`config.mk`:
```
export PLATFORM = sky130hd
export DESIGN_NAME = http_response_header_parser
export DESIGN_NICKNAME = d
export VERILOG_FILES = /design/src/rtl/hrhp_pkg.sv /design/src/rtl/http_response_header_parser.sv
export SDC_FILE = /design/constraint.sdc
export NUM_CORES = 1
export LEC_CHECK = 0
export ABC_AREA = 0
export BUFFER_PORTS_ARGS = -buffer_cell sky130_fd_sc_hd__buf_2
export CAP_MARGIN = 20
export CORE_ASPECT_RATIO = 1.1
export CORE_MARGIN = 2
export CORE_UTILIZATION = 62
export DETAILED_ROUTE_END_ITERATION = 7
export PLACE_DENSITY = 0.88
export SYNTH_ARGS = -nofsm -noshare
export SYNTH_HDL_FRONTEND = slang
export SYNTH_SLANG_ARGS = --single-unit
```
`constraint.sdc`:
```
create_clock -name clk -period 6.5 [get_ports clk]
set_input_delay 1.3 -clock clk [delete_from_list [all_inputs] [get_ports clk]]
set_output_delay 1.3 -clock clk [all_outputs]
set_load 0.01 [all_outputs]
```
`src/rtl/hrhp_pkg.sv`:
```
// ----------------------------------------------------------------------------
// HTTP response header parser package
// Shared codes, match patterns and the saturating decimal digit step.
// ----------------------------------------------------------------------------
package hrhp_pkg;

	localparam int ACC_W = 31;
	localparam logic [ACC_W-1:0] SAT_MAX = {ACC_W{1'b1}};

	// Request kinds on the input tuser field.
	localparam logic [1:0] MODE_DATA  = 2'd0;
	localparam logic [1:0] MODE_START = 2'd1;
	localparam logic [1:0] MODE_CLOSE = 2'd2;
	localparam logic [1:0] MODE_ERROR = 2'd3;

	// Parser phase, also reported as header_state.
	localparam logic [1:0] PH_READ       = 2'd0;
	localparam logic [1:0] PH_DONE       = 2'd1;
	localparam logic [1:0] PH_STATUS_ERR = 2'd2;
	localparam logic [1:0] PH_RECV_ERR   = 2'd3;

	// Status line scan steps.
	localparam logic [2:0] SS_MATCH  = 3'd0;
	localparam logic [2:0] SS_SKIP   = 3'd1;
	localparam logic [2:0] SS_BLANK  = 3'd2;
	localparam logic [2:0] SS_DIGITS = 3'd3;
	localparam logic [2:0] SS_DONE   = 3'd4;

	// Length line scan steps.
	localparam logic [1:0] LS_MATCH  = 2'd0;
	localparam logic [1:0] LS_BLANK  = 2'd1;
	localparam logic [1:0] LS_DIGITS = 2'd2;
	localparam logic [1:0] LS_DONE   = 2'd3;

	localparam logic [7:0] CHAR_CR  = 8'h0D;
	localparam logic [7:0] CHAR_LF  = 8'h0A;
	localparam logic [7:0] CHAR_NUL = 8'h00;
	localparam logic [7:0] CHAR_SP  = 8'h20;
	localparam logic [7:0] CHAR_TAB = 8'h09;

	localparam logic [ACC_W-1:0] STATUS_OK = 31'd200;

	localparam logic [2:0] STATUS_PAT_LEN = 3'd7;
	localparam logic [3:0] LENGTH_PAT_LEN = 4'd15;

	// Patterns padded by one unused entry so every position code indexes in range.
	localparam logic [7:0] STATUS_PAT [8] = '{
		"H", "T", "T", "P", "/", "1", ".", 8'h00
	};
	localparam logic [7:0] LENGTH_PAT [16] = '{
		"C", "O", "N", "T", "E", "N", "T", "-",
		"L", "E", "N", "G", "T", "H", ":", 8'h00
	};

	// acc * 10 + d, clamped to the largest 31-bit value.
	function automatic logic [ACC_W-1:0] add_digit(input logic [ACC_W-1:0] acc,
		input logic [3:0] d);
		logic [ACC_W+3:0] v;
		v = {acc, 3'b000} + {2'b00, acc, 1'b0} + {{ACC_W{1'b0}}, d};
		return (v > {4'b0000, SAT_MAX}) ? SAT_MAX : v[ACC_W-1:0];
	endfunction

endpackage

```
`src/rtl/http_response_header_parser.sv`:
```
// Each request passes the input register, then the result register, to m_axis.
// Throughput: one request per cycle unless m_axis stalls; one state update per byte.
// Each result holds until taken; a stalled output backs up through one input register.
// Reset (arst_n low) clears the phase to reading headers and both latched numbers to zero.
// ----------------------------------------------------------------------------
// HTTP response header parser
// Splits response bytes into header lines, picks out the status code and the
// content length, and passes body bytes through once the headers end.
// ----------------------------------------------------------------------------
module http_response_header_parser
	import hrhp_pkg::*;
#(
	parameter int LINE_LIMIT = 100
) (
	input  logic        clk,
	input  logic        arst_n,
	input  logic        s_axis_tvalid,
	output logic        s_axis_tready,
	input  logic [7:0]  s_axis_tdata,   // in_byte
	input  logic [1:0]  s_axis_tuser,   // mode
	output logic        m_axis_tvalid,
	input  logic        m_axis_tready,
	// header_state[1:0], status_code[32:2], content_length[63:33], body_byte[71:64]
	output logic [71:0] m_axis_tdata,
	output logic        m_axis_tuser    // body_valid
);

	localparam int LEN_W = $clog2(LINE_LIMIT + 1);
	localparam logic [LEN_W-1:0] LIMIT = LEN_W'(LINE_LIMIT);

	// Input stage
	logic       valid_s1;
	logic [1:0] mode_s1;
	logic [7:0] byte_s1;

	// Parser state
	logic [1:0]       phase_q;
	logic [LEN_W-1:0] line_len_q;
	logic             first_cr_q;
	logic             nul_q;
	logic [2:0]       status_pos_q;
	logic [3:0]       length_pos_q;
	logic [2:0]       status_step_q;
	logic [1:0]       length_step_q;
	logic [ACC_W-1:0] status_acc_q;
	logic [ACC_W-1:0] length_acc_q;
	logic [ACC_W-1:0] status_lat_q;
	logic [ACC_W-1:0] length_lat_q;

	// Result stage
	logic             valid_s2;
	logic [1:0]       state_s2;
	logic [ACC_W-1:0] status_s2;
	logic [ACC_W-1:0] length_s2;
	logic             body_valid_s2;
	logic [7:0]       body_byte_s2;

	logic out_free;
	logic advance;

	assign out_free      = !valid_s2 || m_axis_tready;
	assign advance       = valid_s1 && out_free;
	assign s_axis_tready = !valid_s1 || out_free;

	always_ff @(posedge clk or negedge arst_n) begin
		if (!arst_n) begin
			valid_s1 <= 1'b0;
		end else if (s_axis_tready) begin
			valid_s1 <= s_axis_tvalid;
		end
	end

	always_ff @(posedge clk) begin
		if (s_axis_tready && s_axis_tvalid) begin
			mode_s1 <= s_axis_tuser;
			byte_s1 <= s_axis_tdata;
		end
	end

	// Next-state logic for one byte or event
	logic [1:0]       phase_n;
	logic [LEN_W-1:0] line_len_n;
	logic             first_cr_n;
	logic             nul_n;
	logic [2:0]       status_pos_n;
	logic [3:0]       length_pos_n;
	logic [2:0]       status_step_n;
	logic [1:0]       length_step_n;
	logic [ACC_W-1:0] status_acc_n;
	logic [ACC_W-1:0] length_acc_n;
	logic [ACC_W-1:0] status_lat_n;
	logic [ACC_W-1:0] length_lat_n;
	logic             body;
	logic             clear_line;
	logic [7:0]       uc;
	logic             is_digit;
	logic             is_blank;

	always_comb begin
		is_digit = (byte_s1 >= "0") && (byte_s1 <= "9");
		is_blank = (byte_s1 == CHAR_SP) || (byte_s1 == CHAR_TAB);
		uc = ((byte_s1 >= "a") && (byte_s1 <= "z")) ? (byte_s1 & 8'hDF) : byte_s1;

		phase_n       = phase_q;
		line_len_n    = line_len_q;
		first_cr_n    = first_cr_q;
		nul_n         = nul_q;
		status_pos_n  = status_pos_q;
		length_pos_n  = length_pos_q;
		status_step_n = status_step_q;
		length_step_n = length_step_q;
		status_acc_n  = status_acc_q;
		length_acc_n  = length_acc_q;
		status_lat_n  = status_lat_q;
		length_lat_n  = length_lat_q;
		body          = 1'b0;
		clear_line    = 1'b0;

		unique case (mode_s1)
			MODE_START: begin
				phase_n      = PH_READ;
				status_lat_n = '0;
				length_lat_n = '0;
				clear_line   = 1'b1;
			end
			MODE_CLOSE: begin
				if (phase_q == PH_READ) begin
					phase_n    = PH_DONE;
					clear_line = 1'b1;
				end
			end
			MODE_ERROR: begin
				if (phase_q == PH_READ) begin
					phase_n    = PH_RECV_ERR;
					clear_line = 1'b1;
				end
			end
			default: begin
				if (phase_q == PH_DONE) begin
					body = 1'b1;
				end else if (phase_q == PH_READ) begin
					if (line_len_q == '0 && byte_s1 == CHAR_CR) begin
						first_cr_n = 1'b1;
					end
					line_len_n = line_len_q + 1'b1;
					if (byte_s1 == CHAR_NUL) begin
						nul_n = 1'b1;
					end

					if (!nul_n) begin
						unique case (status_step_q)
							SS_MATCH: begin
								if (uc == STATUS_PAT[status_pos_q]) begin
									status_pos_n = status_pos_q + 1'b1;
								end else begin
									status_pos_n = (uc == "H") ? 3'd1 : 3'd0;
								end
								if (status_pos_n == STATUS_PAT_LEN) begin
									status_step_n = SS_SKIP;
								end
							end
							SS_SKIP: status_step_n = SS_BLANK;
							SS_BLANK, SS_DIGITS: begin
								if (!(status_step_q == SS_BLANK && is_blank)) begin
									if (is_digit) begin
										status_acc_n  = add_digit(status_acc_q, byte_s1[3:0]);
										status_step_n = SS_DIGITS;
									end else begin
										status_step_n = SS_DONE;
									end
								end
							end
							default: ;
						endcase

						unique case (length_step_q)
							LS_MATCH: begin
								if (uc == LENGTH_PAT[length_pos_q]) begin
									length_pos_n = length_pos_q + 1'b1;
								end else begin
									length_pos_n = (uc == "C") ? 4'd1 : 4'd0;
								end
								if (length_pos_n == LENGTH_PAT_LEN) begin
									length_step_n = LS_BLANK;
								end
							end
							LS_BLANK, LS_DIGITS: begin
								if (!(length_step_q == LS_BLANK && is_blank)) begin
									if (is_digit) begin
										length_acc_n  = add_digit(length_acc_q, byte_s1[3:0]);
										length_step_n = LS_DIGITS;
									end else begin
										length_step_n = LS_DONE;
									end
								end
							end
							default: ;
						endcase
					end

					// End of line: a lone CR line closes the headers, anything else latches
					// whatever numbers the line carried, the length only if the status is not in error.
					if (byte_s1 == CHAR_LF || line_len_n >= LIMIT) begin
						clear_line = 1'b1;
						if (line_len_n == LEN_W'(2) && first_cr_n) begin
							phase_n = PH_DONE;
						end else begin
							if (status_step_n != SS_MATCH) begin
								status_lat_n = status_acc_n;
								if (status_acc_n != '0 && status_acc_n != STATUS_OK) begin
									phase_n = PH_STATUS_ERR;
								end
							end
							if (phase_n == PH_READ && length_step_n != LS_MATCH) begin
								length_lat_n = length_acc_n;
							end
						end
					end
				end
			end
		endcase

		if (clear_line) begin
			line_len_n    = '0;
			first_cr_n    = 1'b0;
			nul_n         = 1'b0;
			status_pos_n  = '0;
			length_pos_n  = '0;
			status_step_n = SS_MATCH;
			length_step_n = LS_MATCH;
			status_acc_n  = '0;
			length_acc_n  = '0;
		end
	end

	always_ff @(posedge clk or negedge arst_n) begin
		if (!arst_n) begin
			phase_q       <= PH_READ;
			line_len_q    <= '0;
			first_cr_q    <= 1'b0;
			nul_q         <= 1'b0;
			status_pos_q  <= '0;
			length_pos_q  <= '0;
			status_step_q <= SS_MATCH;
			length_step_q <= LS_MATCH;
			status_acc_q  <= '0;
			length_acc_q  <= '0;
			status_lat_q  <= '0;
			length_lat_q  <= '0;
		end else if (advance) begin
			phase_q       <= phase_n;
			line_len_q    <= line_len_n;
			first_cr_q    <= first_cr_n;
			nul_q         <= nul_n;
			status_pos_q  <= status_pos_n;
			length_pos_q  <= length_pos_n;
			status_step_q <= status_step_n;
			length_step_q <= length_step_n;
			status_acc_q  <= status_acc_n;
			length_acc_q  <= length_acc_n;
			status_lat_q  <= status_lat_n;
			length_lat_q  <= length_lat_n;
		end
	end

	always_ff @(posedge clk or negedge arst_n) begin
		if (!arst_n) begin
			valid_s2 <= 1'b0;
		end else if (out_free) begin
			valid_s2 <= valid_s1;
		end
	end

	always_ff @(posedge clk) begin
		if (advance) begin
			state_s2      <= phase_n;
			status_s2     <= status_lat_n;
			length_s2     <= length_lat_n;
			body_valid_s2 <= body;
			body_byte_s2  <= body ? byte_s1 : 8'h00;
		end
	end

	assign m_axis_tvalid = valid_s2;
	assign m_axis_tdata  = {body_byte_s2, length_s2, status_s2, state_s2};
	assign m_axis_tuser  = body_valid_s2;

	// A body byte only ever leaves while the headers are done.
	assert property (@(posedge clk) disable iff (!arst_n)
		m_axis_tvalid && m_axis_tuser |-> m_axis_tdata[1:0] == PH_DONE)
		else $error("body byte reported outside the done phase");

	// A line is ended when it reaches the limit, so the stored length stays below it.
	assert property (@(posedge clk) disable iff (!arst_n)
		line_len_q < LIMIT)
		else $error("line length reached the limit without ending the line");

	// Once past the match step, the match position stays at the pattern end.
	assert property (@(posedge clk) disable iff (!arst_n)
		status_step_q != SS_MATCH |-> status_pos_q == STATUS_PAT_LEN)
		else $error("status scan left the match step early");

	assert property (@(posedge clk) disable iff (!arst_n)
		length_step_q != LS_MATCH |-> length_pos_q == LENGTH_PAT_LEN)
		else $error("length scan left the match step early");

	// Leaving the header phase always discards the partial line.
	assert property (@(posedge clk) disable iff (!arst_n)
		phase_q != PH_READ |-> line_len_q == '0 && status_acc_q == '0)
		else $error("line state left over after the headers ended");

endmodule
```
==> flow_metrics.py <==
metrics = {
    "run_status": {
        "status": "completed",
    },
    "finish": {
        "num-nets-final": 1863,
        "instances_no_fill": 2036,
        "antenna_cells": 0,
        "fin_area_um2": 16920,
        "areaGrowthSynthToFinish_pct": 9.780,
        "drive_above_1_share_pct": 10.08,
    },
    "routing": {
        "dr.pass1.iters": 8,
        "drt_iter0_drc": 1611,
        "drc": 0,
        "via_per_inst": 6.922,
        "finalWirelength_mm": 45.74,
        "wire_per_inst_um": 22.46,
        "vias": 14090,
        "ant_nets": 0,
    },
    "grt": {
        "grt-ovfl-total": 0,
        "antenna_found_initial": 1,
        "grt_pass1_vias": 13610,
        "grt_pass1_wl_mm": 73.15,
        "grt_util_all_layers_pct": 34.82,
        "grt_max_degree": 78,
    },
    "synthesis": {
        "syn_area_um2": 15420,
        "yosysTopAreaCellShare_pct": 24.19,
        "syn_area_per_cell_um2": 9.298,
        "ys.flop_type": "dfrtp_1",
        "synth.distinct_cells": 69,
        "post_synth_inst_count": 1658,
        "synth_fp_nets": 1814,
        "synth-async-reset-ratio_pct": 64.22,
        "synth.largest_area_cell": "dfrtp_1",
        "netlist_top_cells_area": "dfrtp_1 24%, edfxtp_1 16%, ha_1 11%",
        "yosys_register_bits": 232,
        "synth_edf_count": 83,
        "yosysSeqAreaShare_pct": 40.35,
        "synth.most_common_cell": "nand2_1",
        "synth_common_cells": "214 x nand2_1, 149 x dfrtp_1, 145 x o21ai_0",
        "yosys_warnings": 0,
    },
    "timing": {
        "setup-tns-final_ns": 0,
        "fmax_ghz": 0.1790,
        "timing.slew.headroom_pct": 24.60,
        "finalHoldViolCount": 0,
        "drv_slew": 0,
        "setup_violations": 0,
        "worst_pin_slew_ns": 1.127,
        "finalClockSkew_ns": 0.04198,
        "period_minus_slack_ns": 5.588,
        "period_share_pct": 85.97,
        "rsz0062_at_grt": "no",
    },
    "cts": {
        "post_cts_buffers": 0,
        "clock_latency_ns": 0.55,
        "clk_path_buf_depth": 3,
        "cts-root-buf": "clkbuf_16",
        "cts_tree": "built",
        "clk_pin_slew_ns": 0.06,
        "cts.sinks": 232,
        "numCtsBuffers": 25,
        "postCtsHoldBufs": 0,
        "cts-htree-levels": 1,
        "cts_repair_resize_count": 0,
    },
    "place": {
        "gp_congestion": 1.001,
        "dp.cells": 1988,
        "dpl.hpwl_mm": 32.10,
        "io_buffer_count": 88,
        "placed_cell_area_um2": 16080,
    },
    "floorplan": {
        "die_w_um": 154.3,
        "io_pins": 89,
        "initial_utilization_pct": 62.99,
        "row_count": 60,
        "die_y_um": 169.4,
        "coreArea_um2": 24470,
        "die_area_um2": 26140,
    },
    "critical_path": {
        "crit_slowest_cell": "edfxtp_1",
        "critPathMaxFanout": 19,
        "path_class": "reg -> reg",
        "cp.required_ns": 6.96,
        "r2r_cells": 15,
        "cp_num_cells": 15,
        "crit_path_cell_trace": "inv_1 -> fa_1 -> fa_1 -> nand2b_1 -> a21oi_1 -> o21ai_1 -> a31oi_1 -> nand4_1 -> a311o_1 -> o31ai_1 -> o221ai_1 -> o31ai_4 -> nand3_1 -> buf_4 -> o2bb2ai_1",
        "crit_family": "compound AO/OA/AOI/OAI gates",
        "cp_slowest_stage_delay_ns": 0.61,
        "worstReg2RegEnd": "length_lat_q[14]",
        "ff2ff_setup_slack_ns": 0.91,
        "arrival_ns": 6.05,
        "path_buf_inv": 2,
        "r2r_start": "byte_s1[3]",
        "crit_top_cell": "fa_1",
        "crit_path_end_kind": "flip-flop",
        "cp-start-kind": "flip-flop",
    },
    "min_path": {
        "min_to": "length_lat_q[19]",
        "holdCritPathClass": "reg -> reg",
        "worstHoldStart": "length_lat_q[19]",
        "holdPathStages": 1,
    },
    "job": {
        "max_cap_violations": 0,
    },
    "power_and_ir_drop": {
        "powerDensity_nw_per_um2": 220.8,
        "vdd_drop_max_uv": 207.3,
        "p_leak_nw": 7.532,
    },
}
==> kinds of logic after synthesis <==
group,synth area share (%)
XOR/XNOR,3.011
multiplexers,0.5438
AO/OA/AOI/OAI,26.56
adder cells (fa/ha/maj),11.78
flip-flops,40.35
AND/OR/NAND/NOR,14.51
buffers and inverters,3.230
==> sequential cells by signal, summed over array words and instances, names as in the netlist, 8 cells and up <==
signal / count
status_lat_q: 31
length_s2: 31
length_acc_q: 31
body_byte_s2: 8
length_lat_q: 31
status_s2: 31
byte_s1: 8
status_acc_q: 31
==> cell type report <==
class                   instances  area [um2]
repair buffers                112       646.9
flip-flops and latches        232        6221
well taps                     310       387.9
inverters                      38       143.9
fillers                      1869        7550
multi-input cells            1298        8711
clock buffers                  29       650.6
clock inverters                17       162.7
==> layer usage <==
| layer | track usage (%) | vias up | part of all wire (%) |
|---|---|---|---|
| li1 | - | 6388 | - |
| met1 | 43.80 | 6723 | 38 |
| met2 | 58.28 | 769 | 47 |
| met3 | 4.954 | 212 | 7.7 |
| met4 | 19.32 | 2 | 6.8 |
| met5 | 0 | - | 0.024 |
==> how the worst max path moves through the flow <==
stage	start	end	slack (ns)
final	byte_s1[3]	length_lat_q[14]	0.91
after global placement	byte_s1[3]	length_s2[3]	0.98
after global routing	byte_s1[3]	length_lat_q[2]	0.37
after detailed placement	byte_s1[3]	length_s2[7]	0.83
after CTS	byte_s1[3]	length_s2[4]	0.79
after floorplan	byte_s1[3]	length_s2[10]	1.88
==> metrics by stage <==
step | total power, mW | util, % | setup WS, ns | hold slack (ns)
finish | 3.737 | 69.15 | 0.9121 | 0.4903
detailed placement | 2.297 | 65.69 | 0.8328 | 0.4744
floorplan | 2.097 | - | 1.884 | 0.4567
global placement | 2.267 | 65.69 | 0.9823 | 0.4712
global route | 3.869 | 69.15 | 0.3693 | 0.4991
CTS | 3.715 | 69.01 | 0.7929 | 0.4930
==> worst register-to-register path, delay by kind of cell, from the launching register on <==
kind	cells	cell delay, ns
compound gates	8	2.49
fa+ha+maj	2	1.02
simple gates	3	0.81
flops	1	0.61
buf+inv	2	0.61
==> where the power goes <==
| part | total (mW) | internal [mW] | switching (mW) |
|---|---|---|---|
| combinational | 0.618 | 0.211 | 0.407 |
| clock | 1.43 | 0.806 | 0.622 |
| sequential | 1.69 | 1.60 | 0.0902 |
| total | 3.74 | 2.62 | 1.12 |
==> placed cells by master, fill, tap and decap left out, types with 21 or more instances in the layout <==
| cell | instances |
|---|---|
| a21o_1 | 26 |
| a31oi_1 | 29 |
| buf_2 | 87 |
| o22ai_1 | 47 |
| inv_1 | 37 |
| edfxtp_1 | 83 |
| o2bb2ai_1 | 64 |
| and3_1 | 21 |
| nand2_1 | 213 |
| xnor2_1 | 35 |
| clkbuf_16 | 25 |
| buf_4 | 23 |
| nor2_1 | 94 |
| a22o_1 | 42 |
| nor3_1 | 25 |
| o21ai_0 | 145 |
| dfrtp_1 | 149 |
| nand3_1 | 31 |
| a21oi_1 | 96 |
| ha_1 | 138 |
Power figures use the tool's default switching activity.
